==> src/hw/rtl/afsk_pkg.sv <==
// Shared types, codes and the sine table of the AFSK NRZI tone modulator.
package afsk_pkg;

  // Field and register widths
  localparam int unsigned REQ_W      = 2;
  localparam int unsigned INDEX_W    = 9;
  localparam int unsigned BYTE_W     = 8;
  localparam int unsigned BITS_W     = 13;
  localparam int unsigned WORD_W     = BITS_W - 3;
  localparam int unsigned STEP_W     = 7;
  localparam int unsigned PHASE_W    = 8;
  localparam int unsigned SAMPLE_W   = 5;
  localparam int unsigned CFG_IDX_W  = 1;

  // Default packet store depth in bytes
  localparam int unsigned PACKET_BYTES_DEF = 512;

  // Request codes
  localparam logic [REQ_W-1:0] REQ_LOAD  = 2'd0;
  localparam logic [REQ_W-1:0] REQ_START = 2'd1;
  localparam logic [REQ_W-1:0] REQ_TICK  = 2'd2;

  // Configuration register indexes
  localparam logic [CFG_IDX_W-1:0] CFG_STEP_MARK  = 1'd0;
  localparam logic [CFG_IDX_W-1:0] CFG_STEP_SPACE = 1'd1;

  // Reset values and constants
  localparam logic [STEP_W-1:0]   MARK_RESET  = 7'd7;
  localparam logic [STEP_W-1:0]   SPACE_RESET = 7'd13;
  localparam logic [SAMPLE_W-1:0] IDLE_LEVEL  = 5'h10;
  localparam logic [PHASE_W:0]    TONE_LEN    = 9'd182;
  localparam int unsigned         TONE_DEPTH  = 182;

  // One input beat as seen by the modulator core
  typedef struct packed {
    logic [REQ_W-1:0]  req_type;
    logic [BITS_W-1:0] bit_count;
    logic              baud_end;
  } item_t;

  // One sine period, 5-bit unsigned, midscale 16
  localparam logic [SAMPLE_W-1:0] SINE_ROM [TONE_DEPTH] = '{
    5'd16, 5'd16, 5'd17, 5'd17, 5'd18, 5'd18, 5'd19, 5'd19, 5'd20, 5'd20,
    5'd21, 5'd21, 5'd22, 5'd22, 5'd23, 5'd23, 5'd24, 5'd24, 5'd25, 5'd25,
    5'd25, 5'd26, 5'd26, 5'd27, 5'd27, 5'd27, 5'd28, 5'd28, 5'd28, 5'd29,
    5'd29, 5'd29, 5'd29, 5'd30, 5'd30, 5'd30, 5'd30, 5'd30, 5'd30, 5'd31,
    5'd31, 5'd31, 5'd31, 5'd31, 5'd31, 5'd31, 5'd31, 5'd31, 5'd31, 5'd31,
    5'd31, 5'd31, 5'd31, 5'd30, 5'd30, 5'd30, 5'd30, 5'd30, 5'd30, 5'd29,
    5'd29, 5'd29, 5'd29, 5'd28, 5'd28, 5'd28, 5'd27, 5'd27, 5'd27, 5'd26,
    5'd26, 5'd25, 5'd25, 5'd25, 5'd24, 5'd24, 5'd23, 5'd23, 5'd22, 5'd22,
    5'd21, 5'd21, 5'd20, 5'd20, 5'd19, 5'd19, 5'd18, 5'd18, 5'd17, 5'd17,
    5'd16,
    5'd16, 5'd15, 5'd14, 5'd14, 5'd13, 5'd13, 5'd12, 5'd12, 5'd11, 5'd11,
    5'd10, 5'd10, 5'd9,  5'd9,  5'd8,  5'd8,  5'd7,  5'd7,  5'd6,  5'd6,
    5'd6,  5'd5,  5'd5,  5'd4,  5'd4,  5'd4,  5'd3,  5'd3,  5'd3,  5'd2,
    5'd2,  5'd2,  5'd2,  5'd1,  5'd1,  5'd1,  5'd1,  5'd1,  5'd1,  5'd0,
    5'd0,  5'd0,  5'd0,  5'd0,  5'd0,  5'd0,  5'd0,  5'd0,  5'd0,  5'd0,
    5'd0,  5'd0,  5'd0,  5'd1,  5'd1,  5'd1,  5'd1,  5'd1,  5'd1,  5'd2,
    5'd2,  5'd2,  5'd2,  5'd3,  5'd3,  5'd3,  5'd4,  5'd4,  5'd4,  5'd5,
    5'd5,  5'd6,  5'd6,  5'd6,  5'd7,  5'd7,  5'd8,  5'd8,  5'd9,  5'd9,
    5'd10, 5'd10, 5'd11, 5'd11, 5'd12, 5'd12, 5'd13, 5'd13, 5'd14, 5'd14,
    5'd15
  };

endpackage

==> src/hw/rtl/afsk_ram.sv <==
// Generic single-port-write, single-port-read RAM with registered read data.
module afsk_ram #(
  parameter int unsigned WIDTH = 8,
  parameter int unsigned DEPTH = 512,
  localparam int unsigned AW   = (DEPTH > 1) ? $clog2(DEPTH) : 1
) (
  input  logic             clk_i,
  input  logic             we_i,
  input  logic [AW-1:0]    waddr_i,
  input  logic [WIDTH-1:0] wdata_i,
  input  logic [AW-1:0]    raddr_i,
  output logic [WIDTH-1:0] rdata_o
);

  logic [WIDTH-1:0] mem_q [DEPTH];
  logic [WIDTH-1:0] rdata_q;

  // Write port and registered read port (read returns old data on collision)
  always_ff @(posedge clk_i) begin
    if (we_i) begin
      mem_q[waddr_i] <= wdata_i;
    end
    rdata_q <= mem_q[raddr_i];
  end

  assign rdata_o = rdata_q;

endmodule

==> src/hw/rtl/afsk_core.sv <==
// Modulator core: frame state, NRZI tone select, phase step, sine lookup, result register.
module afsk_core import afsk_pkg::*; (
  input  logic                clk_i,
  input  logic                rst_ni,
  // accepted beat
  input  logic                accept_i,
  input  item_t               item_i,
  // configuration
  input  logic [STEP_W-1:0]   step_mark_i,
  input  logic [STEP_W-1:0]   step_space_i,
  // packet store read side
  input  logic [BYTE_W-1:0]   store_byte_i,
  output logic [WORD_W-1:0]   rd_word_o,
  // result channel
  output logic                out_valid_o,
  input  logic                out_stall_i,
  output logic [SAMPLE_W-1:0] out_sample_o,
  output logic                out_frame_end_o
);

  logic [BITS_W-1:0]   frame_bits_q, frame_bits_d;
  logic [BITS_W-1:0]   bit_pos_q, bit_pos_d;
  logic [BYTE_W-1:0]   shift_q, shift_d;
  logic [PHASE_W-1:0]  phase_q, phase_d;
  logic [STEP_W-1:0]   step_q, step_d;
  logic                space_q, space_d;
  logic                sending_q, sending_d;
  logic                bit_start_q, bit_start_d;

  logic                out_valid_q, out_valid_d;
  logic [SAMPLE_W-1:0] sample_q, sample_d;
  logic                frame_end_q, frame_end_d;
  logic                out_load;

  logic [BYTE_W-1:0]   next_byte;
  logic [PHASE_W:0]    phase_sum;

  // Next-state logic for one accepted beat
  always_comb begin
    frame_bits_d = frame_bits_q;
    bit_pos_d    = bit_pos_q;
    shift_d      = shift_q;
    phase_d      = phase_q;
    step_d       = step_q;
    space_d      = space_q;
    sending_d    = sending_q;
    bit_start_d  = bit_start_q;
    out_load     = 1'b0;
    sample_d     = sample_q;
    frame_end_d  = frame_end_q;
    next_byte    = (bit_pos_q[2:0] == 3'd0) ? store_byte_i : (shift_q >> 1);
    phase_sum    = '0;

    if (accept_i) begin
      case (item_i.req_type)
        REQ_START: begin
          frame_bits_d = item_i.bit_count;
          bit_pos_d    = '0;
          phase_d      = '0;
          step_d       = step_mark_i;
          bit_start_d  = 1'b1;
          sending_d    = 1'b1;
        end
        REQ_TICK: begin
          if (sending_q) begin
            out_load = 1'b1;
            if (bit_pos_q == frame_bits_q) begin
              // frame done: idle level and stop
              sending_d   = 1'b0;
              sample_d    = IDLE_LEVEL;
              frame_end_d = 1'b1;
            end else begin
              // NRZI: a zero bit flips the tone
              if (bit_start_q) begin
                shift_d = next_byte;
                if (!next_byte[0]) begin
                  step_d  = space_q ? step_mark_i : step_space_i;
                  space_d = !space_q;
                end
              end
              // phase advance modulo table length
              phase_sum = {1'b0, phase_q} + {2'b0, step_d};
              if (phase_sum >= TONE_LEN) begin
                phase_sum = phase_sum - TONE_LEN;
              end
              phase_d     = phase_sum[PHASE_W-1:0];
              sample_d    = SINE_ROM[phase_d];
              frame_end_d = 1'b0;
              bit_start_d = item_i.baud_end;
              if (item_i.baud_end) begin
                bit_pos_d = bit_pos_q + 1'b1;
              end
            end
          end
        end
        default: begin
          // loads are handled at the store; unknown codes do nothing
        end
      endcase
    end
  end

  // Prefetch the byte that holds the next bit
  assign rd_word_o = bit_pos_d[BITS_W-1:3];

  // Result register handshake
  always_comb begin
    out_valid_d = out_valid_q;
    if (out_load) begin
      out_valid_d = 1'b1;
    end else if (!out_stall_i) begin
      out_valid_d = 1'b0;
    end
  end

  // Control state
  always_ff @(posedge clk_i or negedge rst_ni) begin
    if (!rst_ni) begin
      frame_bits_q <= '0;
      bit_pos_q    <= '0;
      shift_q      <= '0;
      phase_q      <= '0;
      step_q       <= MARK_RESET;
      space_q      <= 1'b0;
      sending_q    <= 1'b0;
      bit_start_q  <= 1'b1;
      out_valid_q  <= 1'b0;
    end else begin
      frame_bits_q <= frame_bits_d;
      bit_pos_q    <= bit_pos_d;
      shift_q      <= shift_d;
      phase_q      <= phase_d;
      step_q       <= step_d;
      space_q      <= space_d;
      sending_q    <= sending_d;
      bit_start_q  <= bit_start_d;
      out_valid_q  <= out_valid_d;
    end
  end

  // Result payload
  always_ff @(posedge clk_i) begin
    sample_q    <= sample_d;
    frame_end_q <= frame_end_d;
  end

  assign out_valid_o     = out_valid_q;
  assign out_sample_o    = sample_q;
  assign out_frame_end_o = frame_end_q;

endmodule

==> src/hw/rtl/afsk_nrzi_tone_modulator_top.sv <==
// Top level of the AFSK NRZI tone modulator: config registers, packet store, core.
//
// Usage: write step_mark (index 0) and step_space (index 1) on the cfg port
// while idle. Load packet bytes with load beats (req_type 0), then send a
// start beat (req_type 1) with the frame length in bits. Every tick beat
// (req_type 2) while a frame runs yields one result beat: a 5-bit sample,
// bits taken LSB first, NRZI coded (a zero bit swaps mark and space tones).
// After the last bit the next tick yields the idle level 16 with frame_end
// set, and the block stops until the next start.
// Throughput: one beat per cycle on the input while no stall holds it. A
// tick's result appears in the cycle after its acceptance, out of the
// result register. The packet byte for the next bit is prefetched from the
// store's registered read port, with a bypass for a byte written in the
// same cycle, so ticks may follow each other in consecutive cycles.
// Stall: while the result register holds an untaken result and out_stall_i
// is high, tick beats are stalled; load and start beats still pass.
// Reset: steps return to 7 and 13, the tone to mark, no frame running;
// packet store contents are undefined until written.
module afsk_nrzi_tone_modulator_top import afsk_pkg::*; #(
  parameter int unsigned PACKET_BYTES = PACKET_BYTES_DEF
) (
  input  logic                 clk_i,
  input  logic                 rst_ni,
  // configuration write port
  input  logic                 cfg_we_i,
  input  logic [CFG_IDX_W-1:0] cfg_index_i,
  input  logic [STEP_W-1:0]    cfg_data_i,
  // input channel
  input  logic                 in_valid_i,
  output logic                 in_stall_o,
  input  logic [REQ_W-1:0]     in_req_type_i,
  input  logic [INDEX_W-1:0]   in_byte_index_i,
  input  logic [BYTE_W-1:0]    in_byte_value_i,
  input  logic [BITS_W-1:0]    in_bit_count_i,
  input  logic                 in_baud_end_i,
  // output channel
  output logic                 out_valid_o,
  input  logic                 out_stall_i,
  output logic [SAMPLE_W-1:0]  out_sample_o,
  output logic                 out_frame_end_o
);

  localparam int unsigned AW = (PACKET_BYTES > 1) ? $clog2(PACKET_BYTES) : 1;

  logic [STEP_W-1:0] step_mark_q, step_space_q;
  logic              accept;
  item_t             item;
  logic              store_we;
  logic [WORD_W-1:0] rd_word;
  logic [BYTE_W-1:0] ram_rdata;
  logic              fwd_q, oob_q;
  logic [BYTE_W-1:0] fwd_data_q;
  logic [BYTE_W-1:0] store_byte;

  // Configuration registers
  always_ff @(posedge clk_i or negedge rst_ni) begin
    if (!rst_ni) begin
      step_mark_q  <= MARK_RESET;
      step_space_q <= SPACE_RESET;
    end else if (cfg_we_i) begin
      case (cfg_index_i)
        CFG_STEP_MARK:  step_mark_q  <= cfg_data_i;
        CFG_STEP_SPACE: step_space_q <= cfg_data_i;
        default: begin
        end
      endcase
    end
  end

  // Input handshake: only ticks need room in the result register
  assign in_stall_o = out_valid_o && out_stall_i && (in_req_type_i == REQ_TICK);
  assign accept     = in_valid_i && !in_stall_o;

  assign item.req_type  = in_req_type_i;
  assign item.bit_count = in_bit_count_i;
  assign item.baud_end  = in_baud_end_i;

  // Packet store write, out-of-range indexes dropped
  assign store_we = accept && (in_req_type_i == REQ_LOAD) &&
                    (32'(in_byte_index_i) < 32'(PACKET_BYTES));

  afsk_ram #(
    .WIDTH (BYTE_W),
    .DEPTH (PACKET_BYTES)
  ) u_store (
    .clk_i   (clk_i),
    .we_i    (store_we),
    .waddr_i (AW'(in_byte_index_i)),
    .wdata_i (in_byte_value_i),
    .raddr_i (AW'(rd_word)),
    .rdata_o (ram_rdata)
  );

  // Same-cycle write bypass and out-of-range read flag
  always_ff @(posedge clk_i or negedge rst_ni) begin
    if (!rst_ni) begin
      fwd_q <= 1'b0;
      oob_q <= 1'b0;
    end else begin
      fwd_q <= store_we && (BITS_W'(in_byte_index_i) == BITS_W'(rd_word));
      oob_q <= 32'(rd_word) >= 32'(PACKET_BYTES);
    end
  end

  always_ff @(posedge clk_i) begin
    fwd_data_q <= in_byte_value_i;
  end

  assign store_byte = oob_q ? '0 : (fwd_q ? fwd_data_q : ram_rdata);

  afsk_core u_core (
    .clk_i           (clk_i),
    .rst_ni          (rst_ni),
    .accept_i        (accept),
    .item_i          (item),
    .step_mark_i     (step_mark_q),
    .step_space_i    (step_space_q),
    .store_byte_i    (store_byte),
    .rd_word_o       (rd_word),
    .out_valid_o     (out_valid_o),
    .out_stall_i     (out_stall_i),
    .out_sample_o    (out_sample_o),
    .out_frame_end_o (out_frame_end_o)
  );

endmodule
==> config.mk <==
export PLATFORM = sky130hd
export DESIGN_NAME = afsk_nrzi_tone_modulator_top
export DESIGN_NICKNAME = d
export VERILOG_FILES = /design/src/hw/rtl/afsk_pkg.sv /design/src/hw/rtl/afsk_ram.sv /design/src/hw/rtl/afsk_core.sv /design/src/hw/rtl/afsk_nrzi_tone_modulator_top.sv
export SDC_FILE = /design/constraint.sdc
export NUM_CORES = 2
export LEC_CHECK = 0
export ABC_AREA = 1
export BUFFER_PORTS_ARGS = -buffer_cell sky130_fd_sc_hd__buf_2
export CAP_MARGIN = 20
export CELL_PAD_IN_SITES_DETAIL_PLACEMENT = 0
export CELL_PAD_IN_SITES_GLOBAL_PLACEMENT = 1
export CORE_MARGIN = 5
export CORE_UTILIZATION = 50
export CTS_BUF_LIST = sky130_fd_sc_hd__clkbuf_4 sky130_fd_sc_hd__clkbuf_8 sky130_fd_sc_hd__clkbuf_16
export DETAILED_ROUTE_END_ITERATION = 12
export GPL_ROUTABILITY_DRIVEN = 0
export PLACE_DENSITY = 0.86
export SYNTH_ARGS = -nofsm -noshare
export SYNTH_HDL_FRONTEND = slang
export SYNTH_SLANG_ARGS = --single-unit
==> constraint.sdc <==
create_clock -name clk_i -period 5.6 [get_ports clk_i]
set_input_delay 0.56 -clock clk_i [delete_from_list [all_inputs] [get_ports clk_i]]
set_output_delay 0.56 -clock clk_i [all_outputs]
set_load 0.05 [all_outputs]
* After elaboration in Yosys (flattened, before gate mapping) *
Memories as Yosys holds them, arrays and structs flattened. A register that Yosys moved wholly into a read port is not among the register bits.
Cells that the tools add are included.

storage, ports and cells
  bits in registers = 78
  bits in latches = 0
  RAM bits = 4,096
  ROM bits = 1,280
  input port bits = 46
  output and inout bits = 8
  word-level logic and storage cells = 94
  memories kept = 2

memory list
  name              words  width  read ports  clocked after Yosys merged registers in  wr ports  line             RTL
  u_store.mem_q     512    8      1           1                                        1         afsk_ram.sv:15   logic [WIDTH-1:0] mem_q [DEPTH];
  (name not given)  256    5      1           1                                        0         afsk_core.sv:87  sample_d = SINE_ROM[phase_d];

operators by class
  add/subtract/negate cells = 3
  multipliers = 0
  divide/modulo/power cells = 0
  magnitude comparators = 2
  equal/unequal tests = 8
  shift-type cells = 0
  mux-type cells = 40
  bitwise operators = 4
  reduce and logical (&&, ||, !) cells = 19

operator list
  cell                                                               number
  2-to-1 mux 8 bit                                                   10
  2-to-1 mux 7 bit                                                   9
  2-to-1 mux 13 bit                                                  4
  case mux 13 bit (2 select lines)                                   1
  case mux 8 bit (2 select lines)                                    1
  case mux 7 bit (2 select lines)                                    1
  adder 13 x 1 -> 13 bit, second input constant                      1
  == test 13 bit                                                     1
  2-to-1 mux 1 bit                                                   12
  == test 9 x 10 -> 1 bit                                            1
  greater-or-equal comparator 10 bit, second input constant          1
  AND reduction 5 bit                                                2
  adder 8 x 7 -> 9 bit                                               1
  greater-or-equal comparator 9 x 8 -> 1 bit, second input constant  1
  NOT 8 -> 9 bit                                                     1
  AND reduction 2 bit                                                4
  subtractor 8 bit, second input constant                            1
  AND reduction 6 bit                                                1
  logical AND 1 bit                                                  5
  inequality test 2 x 1 -> 1 bit, second input constant              2
  inequality test 2 bit, second input constant                       2
  case mux 1 bit (2 select lines)                                    2
  AND reduction 4 bit                                                1
  logical NOT 3 bit                                                  1
  7 further kinds                                                    10

* Depth between registers and ports, before layout *
  word-level depth = 19
  mapped depth = 36
  mapped depth without buffers = 35

* Modules after synthesis *
Synthesis repeated with hierarchy kept, for this count alone.

second synthesis, totals
  cells, all modules = 14,608
  area total of the unflattened synthesis = 172,050.0 sq um

by module, submodules not included
  module                        times used  cells each  area an instance (sq um)  seq. area each (sq um)
  afsk_ram                      1           13,891      166,728.7                 123,158.1
  afsk_core                     1           569         4,215.3                   1,486.4
  afsk_nrzi_tone_modulator_top  1           148         1,106.1                   568.0

* Worst setup path before layout *
OpenSTA, ideal clock, no wires.

  kind = register -> register
  from = reg u_core.bit_pos_q[0]
  to = reg u_core.sample_q[0] (netlist: u_core.out_sample_o[0]) (data pin)
  setup time = 0.257 ns
  arrival = 4.673 ns
  required time = 5.343 ns
  setup slack = 0.670 ns
  cell stages (with the launch flop) = 37
  buffers on the path = 1
  clock period less this slack = 4.930 ns
  cells stage by stage = dfrtp_1 inv_1 ha_1 nand2_1 nor2_1 inv_1 o32ai_1 nor2_1 inv_1 clkbuf_1 nand2_1 o21ai_0 ha_1 inv_1 fa_1 nand3b_1 nand2_1 nand2_1 nand2_1 xor2_1 nor2_1 nand3_1 nand3_2 nand2_1 nand2_1 inv_1 ha_1 inv_1 ha_1 nand2_1 nand3_1 nand2_1 nand2_1 nand3b_1 nand2_1 nand2_1 a21oi_1

between the ends
  word-level cells in the longest chain between the ends = 16
  elaborated cells on any way between the ends = 18
  those cells by class = add/sub: 2; order compare: 1; eq/ne: 1; mux: 12; bitwise: 1; reduce/logical: 1

RTL lines
  item                                                                            line                              RTL
  start: declaration                                                              afsk_core.sv:22                   logic [BITS_W-1:0] bit_pos_q, bit_pos_d;
  start signal: assignment                                                        afsk_core.sv:130                  bit_pos_q <= bit_pos_d;
  logical NOT 3 bit                                                               afsk_core.sv:51                   next_byte = (bit_pos_q[2:0] == 3'd0) ? store_byte_i : (shift_q >> 1);
  2-to-1 mux 8 bit                                                                afsk_core.sv:51
  2-to-1 mux 7 bit                                                                afsk_core.sv:76                   if (!next_byte[0]) begin
  2-to-1 mux 7 bit                                                                afsk_core.sv:74                   if (bit_start_q) begin
  2-to-1 mux 7 bit                                                                afsk_core.sv:67                   if (bit_pos_q == frame_bits_q) begin
  2-to-1 mux 7 bit                                                                afsk_core.sv:65                   if (sending_q) begin
  2-to-1 mux 7 bit                                                                afsk_core.sv:55                   case (item_i.req_type)
  2-to-1 mux 7 bit                                                                afsk_core.sv:54                   if (accept_i) begin
  adder 8 x 7 -> 9 bit                                                            afsk_core.sv:82                   phase_sum = {1'b0, phase_q} + {2'b0, step_d};
  subtractor 8 bit or greater-or-equal comparator 9 x 8 -> 1 bit (tied branches)  afsk_core.sv:84, afsk_core.sv:83
  2-to-1 mux 8 bit                                                                afsk_core.sv:83                   if (phase_sum >= TONE_LEN) begin
  2-to-1 mux 8 bit                                                                afsk_core.sv:67
  2-to-1 mux 8 bit                                                                afsk_core.sv:65
  2-to-1 mux 8 bit                                                                afsk_core.sv:55
  2-to-1 mux 8 bit                                                                afsk_core.sv:54
  NOT 8 -> 9 bit (not written as such)                                            afsk_core.sv:87
  end signal: assignment                                                          afsk_core.sv:143                  sample_q <= sample_d;
  end: declaration                                                                afsk_core.sv:31                   logic [SAMPLE_W-1:0] sample_q, sample_d;

Parallel ways exist; a longest one is shown, timed or not. The select of a mux whose other input is x is not followed.
A chain may end at the register's enable or synchronous reset.

* Worst setup path in the final report *
  from = reg u_core.bit_pos_q[0]
  to = reg u_core.sample_q[2] (netlist: u_core.out_sample_o[2]) (data pin)

Same word-level chain as after synthesis.

==> summary.md <==
| Metric | Value |
|---|---|
| Outcome | complete, no violations |
| Max_slew headroom | 0.187 |
| Largest clock skew in the final design | 60.3 ps |
| Setup repair after global routing missed its margin | no |
| Global-route wire length before repair | 717000 um |
| Number of antenna violations at the first check in global routing | 28 |
| Total count of hold-check failures in the final report | 0 |
| Vias in the first global route | 110000 |
| Iter 0 DRT Violations | 16300 |
| Die Outline Area | 357000 um2 |
| Signed area change from the synthesized netlist to the final layout | 11.1% |
| Post-Synthesis Cell Area | 172000 um2 |
| Initial cell density of the core | 0.502 |
| Cell occurring most often along the worst timing path | sky130_fd_sc_hd__nand2_1 |
| Design area | 191000 um2 |
| Crit-path max FO | 15 |
| WHS | 87.5 ps |
| Final cell count without fillers | 19300 |
| Sum Neg Setup Slack | 0 ps |
| Number of endpoints failing setup at the final stage | 0 |
| Sequential cell area | 125000 um2 |
| Class of the tightest hold or removal check | input port to flop |
| Overall die height | 597 um |
| Standard cell area after detailed placement | 178000 um2 |
| Width of the die | 597 um |
| Critical Path AT | 5820 ps |
| Multi-input gate area | 42100 um2 |
| CTS buffer count | 412 |
| Portion of synthesized cell area occupied by the leading cell type | 0.715 |
| Slowest cell on crit path | sky130_fd_sc_hd__fa_1 |
| Residual overflow from global routing | 0 |
| CP Class | flop to flop |
| Sequential area share after synthesis | 0.726 |
| GR Util All Layers | 0.264 |
| Post-layout nets | 14500 |
| Number of routed nets with antenna violations | 0 |
| TritonCTS clock tree | yes |
| Net count after synthesis | 14800 |
| Smallest setup slack after layout | 457 ps |
| P_leak | 65.8 nW |
| Buffers inserted during post-CTS setup optimization | 0 |
| Routed wire length | 486000 um |
| Worst-path clk slew | 70 ps |
| Number of detailed-routing iterations run before antenna repair | 7 |
| Slew at the pin closest to its max-slew limit | 1220 ps |
| Total number of placement rows | 215 |
| Crit end category | flop |
| CP peak stage delay | 430 ps |
| Biggest area contributors in the synthesized netlist | sky130_fd_sc_hd__edfxtp_1, sky130_fd_sc_hd__nand3_1, sky130_fd_sc_hd__nand2_1 |
| Number of fill cells in the layout | 27500 |
| Highest Clock Rate | 194 MHz |
| Ratio of cells with drive above 1 in the final layout | 0.0739 |
| Count of yosys warnings during synthesis | 0 |
| Number of flops mapped to enable cells by yosys | 4102 |
| Detail-routed via count per cell | 6.09 |
| Power per standard cell area | 341 nW/um2 |
| Most used flip-flop cell after synthesis | sky130_fd_sc_hd__edfxtp_1 |
| Number of input and output port buffers inserted | 53 |
| Routed length per instance | 25.2 um |
| Post-layout power | 65.3 mW |
| Required time at the endpoint of the critical path | 6270 ps |
| Clock Tree Buf Depth | 4 |
| IR Drop Worst-Case VDD | 307 uV |
| Final period demand of the worst path | 5140 ps |
| CTS H-tree lvls | 5 |
| Synth top cells by count | sky130_fd_sc_hd__nand3_1, sky130_fd_sc_hd__edfxtp_1, sky130_fd_sc_hd__nand2_1, sky130_fd_sc_hd__nor2_1, sky130_fd_sc_hd__buf_2 |
| Most common cell in the netlist | sky130_fd_sc_hd__nand3_1 |
| Number of pins with negative max-slew slack in the final report | 0 |
| Clk Latency, worst-skew pair | 980 ps |
| Share of synthesized registers carrying an async set or reset | 0.0160 |
| Final HPWL from detailed placement | 275000 um |
| Vias | 118000 |
| CTS sink count | 4185 |
| DRC errors left | 0 |
| Register bit total from synthesis | 4185 |
| Startpoint types | flop |
| Post-synthesis instance total | 14700 |
| Total of max-cap violations | 0 |
| Mean instance size in the synthesized netlist | 11.7 um2 |
| Count of distinct cell types in the synthesized netlist | 47 |
| Largest net degree at the start of global routing | 170 |
| Cell count after placement | 18500 |
| Library cell with the largest summed area after synthesis | sky130_fd_sc_hd__edfxtp_1 |
| Ratio of final minimum period to clock period | 0.918 |
| Worst-case setup slack after placement | 145 ps |
| I/O Pins | 54 |
| Placeable Area | 343000 um2 |
| Clock tree root driver cell | sky130_fd_sc_hd__clkbuf_16 |
| Final design utilization | 0.558 |
==> logic make-up (layout without fill, tap and decap cells) <==
kind of cell | count (synthesis) | after routing | synth area share
other cells | 0 | 10 | 0
flops | 4185 | 4185 | 0.726
simple gates | 9103 | 9103 | 0.236
compound gates | 133 | 133 | 0.00424
mux | 9 | 9 | 0.000537
xor+xnor | 14 | 14 | 0.000820
buf+inv | 1225 | 1283 | 0.0311
fa+ha+maj | 19 | 19 | 0.00142
==> worst max-delay path: cells and delay by family, from the launching register on <==
kind            cells  cell delay (ps)
flops               1              410
xor+xnor            1               90
fa+ha+maj           3              810
compound gates      5              810
buf+inv             8              940
simple gates       15             1820
==> layout make-up <==
class	instances	area share
Inverter	124	0.00276
Clock buffer	506	0.0583
Antenna cell	10	0.000131
Sequential cell	4185	0.654
Tap cell	4557	0.0298
Timing Repair Buffer	399	0.0237
Multi-Input combinational cell	9278	0.220
Clock inverter	254	0.0117
==> timing repair <==
action,in CTS,in global routing
gates resized for setup,0,7
hold buffers,23,0
endpoints found under the hold margin,86,0
endpoints found under the setup margin,0,5
==> where the power goes <==
group          internal (mW)  switching (mW)  leakage (nW)
Clock                   15.7            11.8          6.67
Combinational          0.879            2.35          21.3
Sequential              34.5          0.0741          37.8
==> layer usage <==
| metal | share of wire | GRT usage | wire, um | vias to the layer above |
|---|---|---|---|---|
| li1 | - | - | - | 52400 |
| met1 | 0.38 | 0.369 | 185000 | 57200 |
| met2 | 0.46 | 0.410 | 224000 | 6883 |
| met3 | 0.11 | 0.0486 | 53100 | 1097 |
| met4 | 0.048 | 0.113 | 23200 | 4 |
| met5 | 0.000056 | 0 | 27 | - |
==> sequential cells by signal (all words and copies together) (netlist names), 7 cells and up <==
name and count:
u_core.step_q 7, step_mark_q 7, u_store.mem_q 4096, u_core.phase_q 8, u_core.shift_q 7, u_core.bit_pos_q 13
step_space_q 7, u_core.frame_bits_q 13, u_store.rdata_o 8, fwd_data_q 8
==> final timing paths <==
check	end	slack, ps	cells after the start	startpoint
worst max register to register	u_core.out_sample_o[2]	460	32	u_core.bit_pos_q[0]
worst min register to register	step_mark_q[3]	490	2	step_mark_q[3]
worst max-delay path	u_core.out_sample_o[2]	460	32	u_core.bit_pos_q[0]
worst min-delay path	u_store.mem_q[59][4]	90	1	in_byte_value_i[4]
min in group asynchronous	u_core.phase_q[7]	250	2	rst_ni
max in group asynchronous	u_core.sending_q	4740	2	rst_ni
==> placed cells by master, fill, tap and decap left out, types with 9 or more instances in the layout <==
master,instances
sky130_fd_sc_hd__o22ai_1,9
sky130_fd_sc_hd__buf_12,119
sky130_fd_sc_hd__dlygate4sd3_1,23
sky130_fd_sc_hd__edfxtp_1,4102
sky130_fd_sc_hd__o21ai_0,76
sky130_fd_sc_hd__diode_2,10
sky130_fd_sc_hd__nand3_1,4123
sky130_fd_sc_hd__inv_1,108
sky130_fd_sc_hd__a21oi_1,31
sky130_fd_sc_hd__nor2_1,579
sky130_fd_sc_hd__clkbuf_4,84
sky130_fd_sc_hd__dfstp_2,10
sky130_fd_sc_hd__clkinv_2,69
sky130_fd_sc_hd__xor2_1,10
sky130_fd_sc_hd__buf_2,44
sky130_fd_sc_hd__buf_4,203
sky130_fd_sc_hd__dfrtp_1,57
sky130_fd_sc_hd__ha_1,18
sky130_fd_sc_hd__inv_6,11
sky130_fd_sc_hd__clkbuf_16,419
sky130_fd_sc_hd__nand2_1,3863
sky130_fd_sc_hd__nand4_1,476
sky130_fd_sc_hd__inv_2,9
sky130_fd_sc_hd__clkinv_1,119
sky130_fd_sc_hd__bufinv_16,34
sky130_fd_sc_hd__dfxtp_1,16
sky130_fd_sc_hd__nor3_1,12
sky130_fd_sc_hd__nand2_4,19
No activity file was read; power rests on OpenSTA's default activity.
